==> config.mk <==
export PLATFORM = sky130hd
export DESIGN_NAME = lfsr_noise_sound_channel_unit
export DESIGN_NICKNAME = d
export VERILOG_FILES = /design/src/design/lnsc_pkg.sv /design/src/design/lfsr_noise_sound_channel_unit.sv /design/src/design/lnsc_lfsr_timer.sv
export SDC_FILE = /design/constraint.sdc
export NUM_CORES = 1
export LEC_CHECK = 0
export BUFFER_PORTS_ARGS = -buffer_cell sky130_fd_sc_hd__buf_2
export CORE_ASPECT_RATIO = 2
export CORE_MARGIN = 2
export CORE_UTILIZATION = 60
export CTS_CLUSTER_SIZE = 25
export DETAILED_ROUTE_END_ITERATION = 10
export PLACE_DENSITY = 0.78
export SETUP_SLACK_MARGIN = 0.5
export SKIP_CTS_REPAIR_TIMING = 1
export SYNTH_ARGS = -nofsm -noshare
export SYNTH_HDL_FRONTEND = slang
export SYNTH_SLANG_ARGS = --single-unit
export TNS_END_PERCENT = 30
==> constraint.sdc <==
create_clock -name i_clk -period 3 [get_ports i_clk]
set_input_delay 0.15 -clock i_clk [delete_from_list [all_inputs] [get_ports i_clk]]
set_output_delay 0.15 -clock i_clk [all_outputs]
set_load 0.005 [all_outputs]
==> src/design/lnsc_pkg.sv <==
// ============================================================================
// lnsc_pkg: shared types and constants of the noise sound channel
// Operation codes, register addresses, reset values and the period and
// length lookup tables.
// ============================================================================
`default_nettype none

package lnsc_pkg;

    typedef enum logic [2:0] {
        OP_REG_WRITE  = 3'd0,
        OP_CTRL_WRITE = 3'd1,
        OP_TICK       = 3'd2,
        OP_LEN_CLK    = 3'd3,
        OP_ENV_CLK    = 3'd4,
        OP_STATUS     = 3'd5
    } t_op;

    localparam logic [1:0] REG_ENVELOPE = 2'd0;
    localparam logic [1:0] REG_SPARE    = 2'd1;
    localparam logic [1:0] REG_PERIOD   = 2'd2;
    localparam logic [1:0] REG_LENGTH   = 2'd3;

    localparam logic       KIND_LEVEL  = 1'b0;
    localparam logic       KIND_STATUS = 1'b1;

    localparam logic [14:0] LFSR_RESET    = 15'h0001;
    localparam logic [11:0] PERIOD_RESET  = 12'h004;
    localparam logic [7:0]  LENGTH_RESET  = 8'd11;
    localparam logic [4:0]  ENV_PER_RESET = 5'd1;
    localparam logic [3:0]  ENV_LVL_MAX   = 4'hF;
    localparam logic [5:0]  ENV_DIV_MAX   = 6'd16;
    localparam logic [11:0] TIMER_MAX     = 12'hFE4;

    // Timer control from the register decoder to the timer/shift register unit.
    typedef struct packed {
        logic       tick;
        logic       period_we;
        logic [3:0] period_sel;
        logic       short_mode;
    } t_tmr_ctl;

    function automatic logic [11:0] period_lookup(input logic [3:0] sel);
        logic [11:0] p;
        case (sel)
            4'd0:    p = 12'h004;
            4'd1:    p = 12'h008;
            4'd2:    p = 12'h010;
            4'd3:    p = 12'h020;
            4'd4:    p = 12'h040;
            4'd5:    p = 12'h060;
            4'd6:    p = 12'h080;
            4'd7:    p = 12'h0A0;
            4'd8:    p = 12'h0CA;
            4'd9:    p = 12'h0FE;
            4'd10:   p = 12'h17C;
            4'd11:   p = 12'h1FC;
            4'd12:   p = 12'h2FA;
            4'd13:   p = 12'h3F8;
            4'd14:   p = 12'h7F2;
            default: p = 12'hFE4;
        endcase
        return p;
    endfunction

    function automatic logic [7:0] length_lookup(input logic [4:0] sel);
        logic [7:0] n;
        case (sel)
            5'd0:    n = 8'd10;
            5'd1:    n = 8'd254;
            5'd2:    n = 8'd20;
            5'd3:    n = 8'd2;
            5'd4:    n = 8'd40;
            5'd5:    n = 8'd4;
            5'd6:    n = 8'd80;
            5'd7:    n = 8'd6;
            5'd8:    n = 8'd160;
            5'd9:    n = 8'd8;
            5'd10:   n = 8'd60;
            5'd11:   n = 8'd10;
            5'd12:   n = 8'd14;
            5'd13:   n = 8'd12;
            5'd14:   n = 8'd26;
            5'd15:   n = 8'd14;
            5'd16:   n = 8'd12;
            5'd17:   n = 8'd16;
            5'd18:   n = 8'd24;
            5'd19:   n = 8'd18;
            5'd20:   n = 8'd48;
            5'd21:   n = 8'd20;
            5'd22:   n = 8'd96;
            5'd23:   n = 8'd22;
            5'd24:   n = 8'd192;
            5'd25:   n = 8'd24;
            5'd26:   n = 8'd72;
            5'd27:   n = 8'd26;
            5'd28:   n = 8'd16;
            5'd29:   n = 8'd28;
            5'd30:   n = 8'd32;
            default: n = 8'd30;
        endcase
        return n;
    endfunction

endpackage

`default_nettype wire

==> src/design/lfsr_noise_sound_channel_unit.sv <==
// ============================================================================
// lfsr_noise_sound_channel_unit: noise sound channel
// Register decode, length counter, envelope and result register around the
// period timer and noise shift register.
// ============================================================================
// Usage:
//   Input channel (i_in_valid / o_in_ready) carries one operation per transfer:
//   a channel register write, a control write, a clock tick, a length clock,
//   an envelope clock or a status read. Output channel (o_out_valid /
//   i_out_ready) carries the results: a level change caused by a tick, or the
//   answer to a status read. Other operations give no result.
//   Each operation is worked out in the cycle of its transfer and its result,
//   if any, appears in the output register in the next cycle. One operation is
//   taken every cycle while the input is ready; the throughput is then one item per clock.
//   The input stays ready while the output register is empty or is being
//   drained in the same cycle, so a stalled receiver stops new transfers only
//   once a result is waiting in the output register.
//   Synchronous reset (i_rst_n low) returns the channel to its power-on
//   registers: shift register 1, shortest period, length count 11, envelope
//   level 15, channel disabled, output register empty.
// ============================================================================
`default_nettype none

module lfsr_noise_sound_channel_unit (
    input  wire         i_clk,
    input  wire         i_rst_n,
    input  wire         i_in_valid,
    output logic        o_in_ready,
    input  wire  [2:0]  i_op,
    input  wire  [1:0]  i_reg_addr,
    input  wire  [7:0]  i_reg_value,
    output logic        o_out_valid,
    input  wire         i_out_ready,
    output logic        o_kind,
    output logic [3:0]  o_level,
    output logic        o_active
);

    logic               accept;
    lnsc_pkg::t_op      op;
    lnsc_pkg::t_tmr_ctl tmr_ctl;
    logic               tmr_bit;

    logic        r_loop,     n_loop;
    logic        r_cvol,     n_cvol;
    logic [3:0]  r_fixed,    n_fixed;
    logic [4:0]  r_env_per,  n_env_per;
    logic signed [5:0] r_env_div, n_env_div;
    logic [3:0]  r_env_lvl,  n_env_lvl;
    logic [7:0]  r_length,   n_length;
    logic        r_chan_on,  n_chan_on;
    logic        r_ctl_en,   n_ctl_en;
    logic        r_last_bit, n_last_bit;

    logic        r_out_valid;
    logic        r_kind;
    logic [3:0]  r_level;
    logic        r_active;

    logic        res_valid;
    logic        res_kind;
    logic [3:0]  res_level;
    logic        res_active;
    logic        audible;
    logic signed [5:0] div_dec;

    assign o_in_ready = ~r_out_valid | i_out_ready;
    assign accept     = i_in_valid & o_in_ready;
    assign op         = lnsc_pkg::t_op'(i_op);
    assign audible    = r_chan_on & (r_length != 8'd0);
    assign div_dec    = r_env_div - 6'sd1;

    always_comb begin
        n_loop     = r_loop;
        n_cvol     = r_cvol;
        n_fixed    = r_fixed;
        n_env_per  = r_env_per;
        n_env_div  = r_env_div;
        n_env_lvl  = r_env_lvl;
        n_length   = r_length;
        n_chan_on  = r_chan_on;
        n_ctl_en   = r_ctl_en;
        n_last_bit = r_last_bit;
        tmr_ctl    = '0;
        tmr_ctl.period_sel = i_reg_value[3:0];
        tmr_ctl.short_mode = i_reg_value[7];
        res_valid  = 1'b0;
        res_kind   = lnsc_pkg::KIND_LEVEL;
        res_level  = 4'd0;
        res_active = 1'b0;
        if (accept) begin
            unique case (op)
                lnsc_pkg::OP_REG_WRITE: begin
                    unique case (i_reg_addr)
                        lnsc_pkg::REG_ENVELOPE: begin
                            n_loop    = i_reg_value[5];
                            n_cvol    = i_reg_value[4];
                            n_fixed   = i_reg_value[3:0];
                            n_env_per = {1'b0, i_reg_value[3:0]} + 5'd1;
                        end
                        lnsc_pkg::REG_PERIOD: begin
                            tmr_ctl.period_we = 1'b1;
                        end
                        lnsc_pkg::REG_LENGTH: begin
                            n_length  = lnsc_pkg::length_lookup(i_reg_value[7:3]) + 8'd1;
                            n_env_lvl = lnsc_pkg::ENV_LVL_MAX;
                            if (r_ctl_en) begin
                                n_chan_on = 1'b1;
                            end
                        end
                        default: begin
                        end
                    endcase
                end
                lnsc_pkg::OP_CTRL_WRITE: begin
                    n_ctl_en = i_reg_value[0];
                    if (!i_reg_value[0]) begin
                        n_chan_on = 1'b0;
                    end
                end
                lnsc_pkg::OP_TICK: begin
                    tmr_ctl.tick = 1'b1;
                    if (audible && (r_last_bit != tmr_bit)) begin
                        n_last_bit = tmr_bit;
                        res_valid  = 1'b1;
                        res_level  = tmr_bit ? (r_cvol ? r_fixed : r_env_lvl) : 4'd0;
                    end
                end
                lnsc_pkg::OP_LEN_CLK: begin
                    if (!r_loop && (r_length != 8'd0)) begin
                        n_length = r_length - 8'd1;
                    end
                end
                lnsc_pkg::OP_ENV_CLK: begin
                    n_env_div = div_dec;
                    if (div_dec < 6'sd1) begin
                        n_env_div = div_dec + $signed({1'b0, r_env_per});
                        if (!r_cvol) begin
                            if (r_loop) begin
                                n_env_lvl = r_env_lvl - 4'd1;
                            end else if (r_env_lvl != 4'd0) begin
                                n_env_lvl = r_env_lvl - 4'd1;
                            end
                        end
                    end
                end
                lnsc_pkg::OP_STATUS: begin
                    res_valid  = 1'b1;
                    res_kind   = lnsc_pkg::KIND_STATUS;
                    res_active = audible;
                end
                default: begin
                end
            endcase
        end
    end

    lnsc_lfsr_timer u_lfsr_timer (
        .i_clk   (i_clk),
        .i_rst_n (i_rst_n),
        .i_ctl   (tmr_ctl),
        .o_bit   (tmr_bit)
    );

    always_ff @(posedge i_clk) begin
        if (!i_rst_n) begin
            r_loop     <= 1'b0;
            r_cvol     <= 1'b0;
            r_fixed    <= 4'd0;
            r_env_per  <= lnsc_pkg::ENV_PER_RESET;
            r_env_div  <= 6'sd0;
            r_env_lvl  <= lnsc_pkg::ENV_LVL_MAX;
            r_length   <= lnsc_pkg::LENGTH_RESET;
            r_chan_on  <= 1'b0;
            r_ctl_en   <= 1'b0;
            r_last_bit <= 1'b0;
        end else begin
            r_loop     <= n_loop;
            r_cvol     <= n_cvol;
            r_fixed    <= n_fixed;
            r_env_per  <= n_env_per;
            r_env_div  <= n_env_div;
            r_env_lvl  <= n_env_lvl;
            r_length   <= n_length;
            r_chan_on  <= n_chan_on;
            r_ctl_en   <= n_ctl_en;
            r_last_bit <= n_last_bit;
        end
    end

    // The output register is reloaded whenever it is empty or being drained.
    always_ff @(posedge i_clk) begin
        if (!i_rst_n) begin
            r_out_valid <= 1'b0;
        end else if (o_in_ready) begin
            r_out_valid <= res_valid;
        end
    end

    always_ff @(posedge i_clk) begin
        if (o_in_ready && res_valid) begin
            r_kind   <= res_kind;
            r_level  <= res_level;
            r_active <= res_active;
        end
    end

    assign o_out_valid = r_out_valid;
    assign o_kind      = r_kind;
    assign o_level     = r_level;
    assign o_active    = r_active;

    assert property (@(posedge i_clk) disable iff (!i_rst_n)
        (accept && (op == lnsc_pkg::OP_STATUS)) |=> (o_out_valid && o_kind))
        else $error("status read gave no answer");

    assert property (@(posedge i_clk) disable iff (!i_rst_n)
        (o_out_valid && (o_kind == lnsc_pkg::KIND_LEVEL)) |-> !o_active)
        else $error("level result carries an active flag");

    assert property (@(posedge i_clk) disable iff (!i_rst_n)
        (o_out_valid && (o_kind == lnsc_pkg::KIND_STATUS)) |-> (o_level == 4'd0))
        else $error("status answer carries a level");

    assert property (@(posedge i_clk) disable iff (!i_rst_n)
        (r_env_div >= 6'sd0) && (r_env_div <= $signed(lnsc_pkg::ENV_DIV_MAX)))
        else $error("envelope divider out of range");

endmodule

`default_nettype wire

==> src/design/lnsc_lfsr_timer.sv <==
// ============================================================================
// lnsc_lfsr_timer: period timer and 15-bit noise shift register
// Counts down on each tick; on expiry it reloads and shifts the register
// once, feeding back bit 0 XOR bit 1 (long mode) or bit 6 (short mode).
// ============================================================================
`default_nettype none

module lnsc_lfsr_timer (
    input  wire                      i_clk,
    input  wire                      i_rst_n,
    input  wire lnsc_pkg::t_tmr_ctl  i_ctl,
    output logic                     o_bit
);

    logic [14:0] r_lfsr,   n_lfsr;
    logic [11:0] r_count,  n_count;
    logic [11:0] r_period, n_period;
    logic        r_short,  n_short;
    logic        expire;
    logic        fb;

    assign expire = (r_count <= 12'd1);
    assign fb     = r_lfsr[0] ^ (r_short ? r_lfsr[6] : r_lfsr[1]);

    // Bit 0 as it stands after this tick: on expiry the old bit 1 moves down.
    assign o_bit  = expire ? r_lfsr[1] : r_lfsr[0];

    always_comb begin
        n_lfsr   = r_lfsr;
        n_count  = r_count;
        n_period = r_period;
        n_short  = r_short;
        if (i_ctl.tick) begin
            if (expire) begin
                n_count = r_period - 12'd1 + r_count;
                n_lfsr  = {fb, r_lfsr[14:1]};
            end else begin
                n_count = r_count - 12'd1;
            end
        end
        if (i_ctl.period_we) begin
            n_period = lnsc_pkg::period_lookup(i_ctl.period_sel);
            n_short  = i_ctl.short_mode;
        end
    end

    always_ff @(posedge i_clk) begin
        if (!i_rst_n) begin
            r_lfsr   <= lnsc_pkg::LFSR_RESET;
            r_count  <= 12'd0;
            r_period <= lnsc_pkg::PERIOD_RESET;
            r_short  <= 1'b0;
        end else begin
            r_lfsr   <= n_lfsr;
            r_count  <= n_count;
            r_period <= n_period;
            r_short  <= n_short;
        end
    end

    // A shift register with a zero seed would lock up for good.
    assert property (@(posedge i_clk) disable iff (!i_rst_n) r_lfsr != 15'd0)
        else $error("noise shift register reached zero");

    assert property (@(posedge i_clk) disable iff (!i_rst_n)
        r_count <= lnsc_pkg::TIMER_MAX)
        else $error("timer count beyond the longest period");

endmodule

`default_nettype wire

# Word level (Yosys, flattened, before mapping)
# Memory sizes are Yosys's and may differ from the RTL's. A register that Yosys moved wholly into a read port is not among the register bits.
# Index checks and enable logic that the tools add are counted.
[word_totals]
ff_bits = 79
mem_bits_ro = 400
input_bits = 17
word_cells = 102
memories = 2
[op_classes]
addsub = 9
magnitude_cmp = 2
n_eq_ne = 15
n_mux = 29
bitwise = 5
n_reduce_logical = 22
[mem_list]
columns = ["memory", "words", "word_bits", "rd", "rd_ports_with_merged_regs", "wr", "line_no", "text"]
rows = [
  ["(name not given)", 32, 7, 1, 0, 0, "lnsc_pkg.sv:68", "case (sel)"],
  ["(name not given)", 16, 11, 1, 1, 0, "lnsc_pkg.sv:45", "case (sel)"],
]
[op_table]
columns = ["operator", "count"]
rows = [
  ["$mux W8", 5],
  ["$mux W4", 6],
  ["$sub A12 B1 Y12 const B", 2],
  ["$pmux W8 S2", 1],
  ["$add A12 B12 Y12", 1],
  ["$le A12 B1 Y1 const B", 1],
  ["$mux W12", 1],
  ["$mux W1", 11],
  ["$ne A2 B2 Y1 const B", 5],
  ["$add A8 B1 Y8 const B", 1],
  ["$pmux W4 S2", 1],
  ["$reduce_and A2 Y1", 4],
  ["$reduce_and A4 Y1", 2],
  ["$reduce_bool A8 Y1", 1],
  ["$sub A8 B1 Y8 const B", 1],
  ["$add A6 B6 Y6", 1],
  ["$eq A3 B2 Y1 const B", 2],
  ["$eq A3 B3 Y1 const B", 2],
  ["$lt A6 B2 Y1 const B", 1],
  ["$mux W6", 1],
  ["$reduce_and A3 Y1", 2],
  ["$reduce_and A6 Y1", 1],
  ["$reduce_bool A2 Y1", 3],
  ["$sub A6 B2 Y6 const B", 1],
  ["other kinds (19)", 25],
]

# Depth between registers and ports, before layout
# Gate-level depths: netlist of the first run.
[depth]
depth_word = 8
mapped_depth = 12

# Modules after synthesis
# A second synthesis of the first run with hierarchy kept.
[hier_totals]
hier_cells = 651
hier_area_um2 = 5205.0
[modules_own_cells]
columns = ["module", "instances", "cells_each", "area_per_inst_um2", "seq_area_each_um2"]
rows = [
  ["lnsc_lfsr_timer", 1, 325, 2615.0, 780.7],
  ["lfsr_noise_sound_channel_unit", 1, 326, 2590.0, 840.8],
]

# Worst setup path before layout of the first run
# Ideal clock, no wire load.
[synth_timing]
path_type = "register to register"
startpoint = "register u_lfsr_timer.r_count[1]"
endpoint = "register u_lfsr_timer.r_count[11]"
arrival_ns = 2.247
required_ns = 2.876
setup_slack_ns = 0.629
path_stages_with_launch = 13
n_path_buf = 0
period_less_slack_ns = 2.371
path_cell_list = "dfxtp_1 inv_1 ha_1 inv_1 ha_1 inv_1 fa_1 nand2b_1 a21oi_1 o311ai_0 a31o_2 nand3_1 a31oi_1"
[synth_via]
elab_chain_len = 2
[synth_rtl]
columns = ["element", "line_no", "text"]
rows = [
  ["start, declared", "lnsc_lfsr_timer.sv:16", "logic [11:0] r_count, n_count;"],
  ["start signal, assigned", "lnsc_lfsr_timer.sv:55", "r_count <= n_count;"],
  ["$sub A12 B1 Y12, or another cell as far along", "lnsc_lfsr_timer.sv:38", "n_count = r_count - 12'd1;"],
  ["$mux W12 (*)", "lnsc_lfsr_timer.sv:34", "if (expire) begin"],
]
# Mark *: on every way between the ends. The rest lies on a longest branch, timed or not.
# A chain may end at the register's enable or synchronous reset.

# Final worst setup path of the first run
[layout_timing]
startpoint = "register u_lfsr_timer.r_count[2]"
endpoint = "register u_lfsr_timer.r_count[10]"
# The elaborated chain is that of the path after synthesis.

==> results of run 1 <==
[how the worst min path moves through the flow]
| stage | startpoint | end | slack [ns] | cells past startpoint |
|---|---|---|---|---|
| finish | i_reg_value[4] | r_cvol$_SDFFE_PN0P_ | 0.19 | 3 |
| global placement | u_lfsr_timer.r_lfsr[12]$_SDFFE_PN0P_ | u_lfsr_timer.r_lfsr[11]$_SDFFE_PN0P_ | 0.44 | 2 |
| global route | i_reg_value[4] | r_cvol$_SDFFE_PN0P_ | 0.20 | 3 |
| CTS | i_reg_value[4] | r_cvol$_SDFFE_PN0P_ | 0.18 | 3 |
| detailed placement | u_lfsr_timer.r_lfsr[14]$_SDFFE_PN0P_ | u_lfsr_timer.r_lfsr[13]$_SDFFE_PN0P_ | 0.45 | 2 |
| floorplan | i_reg_value[0] | r_ctl_en$_SDFFE_PN0P_ | 0.29 | 2 |
[state kept, by name (all words and copies together) (netlist names)]
signal	count
o_active	1
r_env_per	5
r_fixed	4
r_ctl_en	1
u_lfsr_timer.r_count	12
u_lfsr_timer.r_short	1
r_loop	1
o_kind	1
r_cvol	1
r_last_bit	1
u_lfsr_timer.r_period	11
u_lfsr_timer.r_lfsr	15
r_env_div	6
r_length	8
r_env_lvl	4
o_level	4
r_chan_on	1
o_out_valid	1
[synth_stat cells (all sizes together) (4+ instances only)]
master / instances
clkbuf: 19
nand2: 85
a211oi: 9
nand2b: 7
o211ai: 9
dfxtp: 72
edfxtp: 6
nor4: 8
nand4: 4
xnor2: 16
a21o: 4
a21oi: 60
and3: 8
nor2b: 6
ha: 46
nor3b: 5
a31oi: 8
nand3: 18
mux2i: 22
xor2: 5
inv: 57
and2: 4
o21ai: 41
buf: 13
nor3: 25
nor2: 55
o31ai: 4
nor4b: 4
[placed cells by master, fill, tap and decap left out, types with 3 or more instances in the layout]
cell / instances
nand2_1: 85
nand4_1: 4
dfxtp_1: 70
clkbuf_16: 9
o211ai_1: 9
nand3b_1: 3
nor4_2: 3
nor3_1: 25
nor3b_1: 4
nor2_1: 53
o22ai_1: 3
xnor2_1: 16
xor2_1: 4
edfxtp_1: 6
o21a_1: 3
a21o_1: 4
nand2b_1: 6
nand3_1: 18
and2_1: 4
o31ai_1: 3
nor2b_1: 6
a211oi_1: 7
ha_1: 45
a21oi_1: 59
o21ai_0: 39
and3_1: 7
a31oi_1: 7
mux2i_1: 21
inv_1: 56
buf_2: 24
buf_4: 10
bufinv_16: 3
o21bai_1: 3
nor4_1: 4
nand4b_1: 3
[where the power goes]
part	internal [mW]	switching (mW)	total (mW)
sequential	1.06	0.0229	1.09
combinational	0.235	0.350	0.586
clock	0.841	0.447	1.29
[critical path, cell delays in order, from the launching register on]
cell	delay, ns
dfxtp_2	0.37
inv_1	0.09
ha_1	0.34
inv_1	0.06
ha_1	0.32
a211oi_2	0.24
o21bai_1	0.15
a21oi_1	0.30
o21ai_0	0.22
nand3_1	0.13
o221ai_1	0.10
[metrics by stage]
stage          setup slack [ns]  cells   util  power, mW  hold WS [ns]
6_report                  0.545    783  0.685       2.96         0.187
5_1_grt                   0.402    783  0.685       3.08         0.201
4_1_cts                   0.305    783  0.674       2.93         0.181
3_5_place_dp              0.336    767  0.633       1.66         0.449
3_3_place_gp              0.425    767  0.633       1.64         0.438
2_1_floorplan             0.629    665      -       1.51         0.294
[layout make-up]
cell class,count,share of cell area
flip-flops and latches,78,0.276
clock buffers,10,0.0406
multi-input cells,497,0.572
repair buffers,34,0.0332
inverters,58,0.0370
clock inverters,6,0.0198
well taps,100,0.0213
[routing by layer]
layer / GRT usage / wire length (µm) / vias to the layer above
li1: - / - / 2355
met1: 0.273 / 4470 / 2258
met2: 0.553 / 7430 / 149
met3: 0.0460 / 497 / 55
met4: 0.199 / 785 / 0
met5: 0 / 0 / -
[kinds of logic (layout without fill, tap and decap cells)]
family                     Yosys count  in the layout  synth area share
buffers and inverters               90            108            0.0685
xor gates and xnor gates            21             21            0.0364
and+or+nand+nor                    243            243             0.231
DFF                                 78             78             0.308
AOI/OAI and AO/OA                  161            161             0.191
adders and majority gates           48             48             0.117
muxes                               24             24            0.0483
==> impl_metrics.ini, run 1 <==
[cells_and_area]
area_growth_pct = 11.9
multiInputGateArea_um2 = 3360
num_antenna_cells = 0
seq_area_um2 = 1620
final_area_um2 = 5880
drive_gt1_frac = 0.117
nFillCells = 694
nets = 743

[synthesis]
synth_cell_types = 67
syn-num-nets = 730
synthTopCellsByArea = dfxtp_1 (27%), ha_1 (11%), nand2_1 (6.1%)
synth_area_um2 = 5260
seq_area_frac_synth = 0.308
synth_edf_count = 6
ys_warn_count = 0
yosys.area.top_type = dfxtp_1
async_flop_share = 0
syn_inst = 665
ys_ff_latch = 78
synth.avg_cell_area_um2 = 7.91
synth.top_cell.area_share = 0.274
synth-main-ff-cell = dfxtp_1

[sta]
final_hold_viol_count = 0
slew_viol_final = 0
min_period_ns = 2.46
slew_headroom = 0.500
fin_skew_ns = 0.00949
timing.final.crit_share = 0.818
fmax_mhz = 407
rsz0062_at_grt = true
setup_viol_count_final = 0
final.setup.tns_ns = 0
worst_pin_slew_ns = 0.747

[route]
dr.pass1.iters = 5
totalWireLength_um = 13200
drt-initial-drc-count = 265
drc = 0
antenna_left = 0
via_count = 4817
viasPerCell = 6.15
wl_per_cell_um = 16.8

[global_route]
grt-ovfl-total = 0
grt_pass1_vias = 4790
grt_usage = 0.289
grt_pass1_wl_um = 21900
grt_max_degree = 31
antenna_found_initial = 0

[die]
die_area_um2 = 9570
coreArea_um2 = 8590
die-height_um = 136
chipWidth_um = 70.2
io_pins = 25
start_util = 0.612
rows = 48

[power]
p_per_area_nw_per_um2 = 504
power.leakage_nw = 2.35
irDropWorstVdd_mv = 0.376

[setup_path]
cp.required_ns = 3.20
cp-endpoint = u_lfsr_timer.r_count[10]$_SDFFE_PN0P_
ff2ff_path_depth = 10
crit_type = register to register
reg2reg_from = u_lfsr_timer.r_count[2]$_SDFFE_PN0P_
cp_max_fo = 5
end_kind = register
cp.arrival_ns = 2.65
critPathLaunch = u_lfsr_timer.r_count[2]$_SDFFE_PN0P_
r2r_slack_ns = 0.54
reg2reg_to = u_lfsr_timer.r_count[10]$_SDFFE_PN0P_
cp-start-kind = register

[clock_network]
root_buffer = clkbuf_16
insertion_delay_ns = 0.34
ctsHtreeMaxLevel = 3
path_clk_slew_ns = 0.06
clk_path_buf_depth = 2
cts_tree = done
numCtsBuffers = 9
cts.sinks = 78

[placed_design]
hpwl_um = 9790
gp_congestion = 0.951
port_buffers = 24
dpl_cell_area_um2 = 5440

[outcome]
status = completed

[flow_run]
maxCapViolations = 0

[min_path]
hp-class = primary input to register
No activity file was read; power rests on OpenSTA's default activity.
==> inputs of run 2 (changes only) <==
- clock period: 3 -> 2.4 ns (I/O delays scaled with it)
==> run 2 against run 1 <==
Compared with the run above:
- total power grew 27%
- utilization increased by 3.9 points
- cell count rose by 2.2%
- wire length grew 6.9%
- clock skew down 0.0051 ns
- largest cell class unchanged
- global-route usage increased by 0.19 points
- highest routed layer unchanged
==> impl_metrics.ini, run 2 (synthesis gave the netlist of run 1 again) <==
[outcome]
status = completed

[die]
rows = 48
die_area_um2 = 9570
die-height_um = 136
chipWidth_um = 70.2
start_util = 0.612
io_pins = 25
coreArea_um2 = 8590

[global_route]
grt_pass1_wl_um = 22000
grt-ovfl-total = 0
grt_pass1_vias = 4887
grt_usage = 0.291
grt_max_degree = 31
antenna_found_initial = 0

[clock_network]
numCtsBuffers = 9
clk_path_buf_depth = 2
insertion_delay_ns = 0.33
cts.sinks = 78
ctsHtreeMaxLevel = 3
path_clk_slew_ns = 0.05
root_buffer = clkbuf_16
cts_tree = done

[placed_design]
gp_congestion = 0.927
hpwl_um = 10100
place_ws_ns = 0.0580
dpl_cell_area_um2 = 5600
port_buffers = 24

[setup_path]
cp-start-kind = register
ff2ff_path_depth = 12
crit_type = register to register
slowest_stage = dfxtp_4
worstPathCellList = inv_4 -> ha_4 -> inv_2 -> ha_4 -> inv_2 -> fa_2 -> nand2b_4 -> a21oi_4 -> nor4_2 -> o21bai_1 -> mux2i_1 -> a221oi_1
cp.arrival_ns = 2.49
cpLargestDelayFamily = adder cells
end_kind = register
worstPathBufferInverterCount = 3
cp.required_ns = 2.63
cp_max_fo = 3
slowest_delay_ns = 0.36
r2r_slack_ns = 0.13
worstSetupPathDepth = 12

[cells_and_area]
top_regs = u_lfsr_timer.r_lfsr x15, u_lfsr_timer.r_count x12, u_lfsr_timer.r_period x11
final_common_cell = nand2_1
final_area_um2 = 6220
num_antenna_cells = 0
nets = 761
largest_register_ff_count = 15
final_cell_mix = nand2_1 (85), dfxtp_1 (60), a21oi_1 (56), nor2_1 (53), inv_1 (46)
area_growth_pct = 18.3
drive_gt1_frac = 0.197
top_register = u_lfsr_timer.r_lfsr

[route]
via_count = 4963
drc = 0
totalWireLength_um = 14100
wl_per_cell_um = 17.6
antenna_left = 0
viasPerCell = 6.20
drt-initial-drc-count = 313
dr.pass1.iters = 5

[sta]
fin_skew_ns = 0.00435
slew_viol_final = 0
worst_slack_ns = 0.132
min_period_ns = 2.27
timing.final.crit_share = 0.945
fmax_mhz = 441
final.setup.tns_ns = 0
rsz0062_at_grt = true
slew_headroom = 0.532
final_hold_viol_count = 0
worst_pin_slew_ns = 0.700
setup_viol_count_final = 0
timing.hold.ws_ns = 0.144

[power]
p_per_area_nw_per_um2 = 604
power.leakage_nw = 2.45
total_power_mw = 3.76
irDropWorstVdd_mv = 0.570

[flow_run]
maxCapViolations = 0

[min_path]
hp-class = primary input to register
worstHoldPathCells = 3
[run 2: per-layer routing]
metal  up-vias  global-route usage  part of all wire
li1       2392                   -                 -
met1      2335               0.276              0.35
met2       170               0.554              0.55
met3        66              0.0504             0.038
met4         0               0.194             0.063
met5         -                   0                 0
[run 2: cell type report]
class                           instances  area [µm²]
Sequential cell                        78        1650
Multi-Input combinational cell        497        3540
Clock buffer                           11         243
Fill cell                             618        2370
Tap cell                              100         125
Timing Repair Buffer                   52         347
Clock inverter                          4        95.1
Inverter                               58         223
[run 2: worst paths after layout]
kind	startpoint	to
max	u_lfsr_timer.r_count[1]$_SDFFE_PN0P_	u_lfsr_timer.r_count[9]$_SDFFE_PN0P_
min	i_reg_value[1]	u_lfsr_timer.r_period[10]$_SDFFE_PN0P_
max reg2reg	u_lfsr_timer.r_count[1]$_SDFFE_PN0P_	u_lfsr_timer.r_count[9]$_SDFFE_PN0P_
min reg2reg	u_lfsr_timer.r_period[1]$_SDFFE_PN0P_	u_lfsr_timer.r_period[1]$_SDFFE_PN0P_
[run 2: report_power, final]
part | total (mW) | internal (mW) | switching, mW
clock | 1.55 | 1.04 | 0.517
sequential | 1.36 | 1.33 | 0.0288
combinational | 0.843 | 0.367 | 0.476
[run 2: worst reg2reg max path: stages, from the launching register on]
cell and delay [ns]:
dfxtp_4 0.36, inv_4 0.04, ha_4 0.20, inv_2 0.06, ha_4 0.13, inv_2 0.04, fa_2 0.34, nand2b_4 0.17
a21oi_4 0.19, nor4_2 0.07, o21bai_1 0.18, mux2i_1 0.10, a221oi_1 0.29
[run 2: per-stage QoR]
stage / instances / util
after floorplan: 665 / -
after global placement: 773 / 0.652
after detailed placement: 773 / 0.652
after CTS: 788 / 0.691
after global routing: 800 / 0.724
final: 800 / 0.724
==> inputs of run 3 (changes only) <==
- CORE_UTILIZATION: 60 -> 45
- PLACE_DENSITY: 0.78 -> 0.61
- RECOVER_POWER: default -> 100
==> run 3 against run 2 <==
Compared with the run above:
- sequential share of layout area shrank 0.064 points
- sequential cell count unchanged
- via count decreased by 2.3%
- largest cell class unchanged
==> impl_metrics.ini, run 3 (synthesis gave the netlist of run 1 again) <==
[sta]
final.setup.tns_ns = 0
slew_viol_final = 0
worst_slack_ns = 0.123
final_hold_viol_count = 0
fin_skew_ns = 0.00619
setup_viol_count_final = 0
fmax_mhz = 439
rsz0062_at_grt = true
worst_pin_slew_ns = 0.617
slew_headroom = 0.588
timing.final.crit_share = 0.949
min_period_ns = 2.28

[power]
total_power_mw = 3.67
p_per_area_nw_per_um2 = 587
irDropWorstVdd_mv = 0.336
power.leakage_nw = 2.45

[min_path]
min_to = u_lfsr_timer.r_short$_SDFFE_PN0P_
hp-start = i_reg_value[7]
worstHoldPathCells = 3
hp-class = primary input to register

[cells_and_area]
final_common_cell = nand2_1
area_growth_pct = 19.0
fin_util = 0.551
num_antenna_cells = 0
nets = 770
final_cell_mix = nand2_1 (85), dfxtp_1 (59), a21oi_1 (58), nor2_1 (54), inv_1 (48)
drive_gt1_frac = 0.185
top_register = u_lfsr_timer.r_lfsr
largest_register_ff_count = 15
top_regs = u_lfsr_timer.r_lfsr x15, u_lfsr_timer.r_count x12, u_lfsr_timer.r_period x11
final_area_um2 = 6260

[setup_path]
slowest_stage = dfxtp_4
cp-start-kind = register
cp_max_fo = 4
crit_type = register to register
cp.required_ns = 2.62
cp.arrival_ns = 2.50
end_kind = register
reg2reg_from = u_lfsr_timer.r_count[1]$_SDFFE_PN0P_
slowest_delay_ns = 0.37
worstPathCellList = inv_6 -> ha_4 -> inv_4 -> ha_4 -> inv_2 -> fa_2 -> nand2b_4 -> a21oi_4 -> buf_4 -> o311ai_4 -> a31o_2 -> nand3_2 -> a31oi_1
reg2reg_to = u_lfsr_timer.r_count[11]$_SDFFE_PN0P_
ff2ff_path_depth = 13
crit_path_frequent_cell = ha_4
r2r_slack_ns = 0.12

[route]
dr.pass1.iters = 4
drt-initial-drc-count = 275
viasPerCell = 5.69
totalWireLength_um = 13800
antenna_left = 0
via_count = 4847
drc = 0
wl_per_cell_um = 16.2

[placed_design]
dpl_cell_area_um2 = 5670
hpwl_um = 10300
place_ws_ns = 0.0127
gp_congestion = 0.833
port_buffers = 24

[die]
io_pins = 25
die_area_um2 = 12600
coreArea_um2 = 11400
chipWidth_um = 80.4
die-height_um = 157
rows = 55
start_util = 0.463

[global_route]
grt_usage = 0.229
antenna_found_initial = 0
grt_pass1_wl_um = 22500
grt_max_degree = 23
grt_pass1_vias = 4785
grt-ovfl-total = 0

[flow_run]
maxCapViolations = 0

[clock_network]
ctsHtreeMaxLevel = 3
numCtsBuffers = 9
insertion_delay_ns = 0.34
cts_tree = done
root_buffer = clkbuf_16
clk_path_buf_depth = 2
path_clk_slew_ns = 0.07
cts.sinks = 78

[outcome]
status = completed
run 3: through the flow:
| step | instances | hold slack [ns] |
|---|---|---|
| floorplan | 665 | 0.264 |
| global placement | 820 | 0.438 |
| detailed placement | 820 | 0.443 |
| CTS | 836 | 0.132 |
| global route | 852 | 0.166 |
| finish | 852 | 0.142 |
run 3: worst max path at each step:
stage | startpoint | end | slack, ns | cells after the start
3_5_place_dp | r_env_div[1]$_SDFFE_PN0P_ | r_env_div[0]$_SDFFE_PN0P_ | 0.01 | 8
2_1_floorplan | u_lfsr_timer.r_count[1]$_SDFFE_PN0P_ | u_lfsr_timer.r_count[9]$_SDFFE_PN0P_ | 0.30 | 12
5_1_grt | r_env_div[0]$_SDFFE_PN0P_ | r_env_div[3]$_SDFFE_PN0P_ | 0.02 | 8
3_3_place_gp | r_env_div[1]$_SDFFE_PN0P_ | r_env_div[0]$_SDFFE_PN0P_ | 0.08 | 8
6_report | u_lfsr_timer.r_count[1]$_SDFFE_PN0P_ | u_lfsr_timer.r_count[11]$_SDFFE_PN0P_ | 0.12 | 13
4_1_cts | r_env_div[1]$_SDFFE_PN0P_ | r_env_div[0]$_SDFFE_PN0P_ | -0.007 | 8
run 3: cell type report:
cell class | count | area (µm²)
fill | 1092 | 5100
multi-input combinational | 497 | 3500
sequential | 78 | 1650
timing repair buffer | 61 | 380
clock buffer | 10 | 250
inverter | 58 | 228
tap | 142 | 178
clock inverter | 6 | 72.6
run 3: routing by layer:
metal  global-route usage  part of all wire  vias up
met5                    0                 0        -
met4               0.0880             0.027        0
met3               0.0317             0.027       30
met2                0.447              0.57       96
met1                0.236              0.38     2307
li1                     -                 -     2414
run 3: power by group:
| part | switching [mW] | internal (mW) | total [mW] |
|---|---|---|---|
| Clock | 0.595 | 0.882 | 1.48 |
| Sequential | 0.0270 | 1.33 | 1.35 |
| Combinational | 0.471 | 0.368 | 0.839 |
| Total | 1.09 | 2.58 | 3.67 |
run 3: critical path: cells and delay by family (launching register included):
| family | cells | cell delay (ns) |
|---|---|---|
| fa+ha+maj | 3 | 0.67 |
| buf+inv | 4 | 0.26 |
| simple gates | 2 | 0.24 |
| compound gates | 4 | 0.62 |
| flops | 1 | 0.37 |
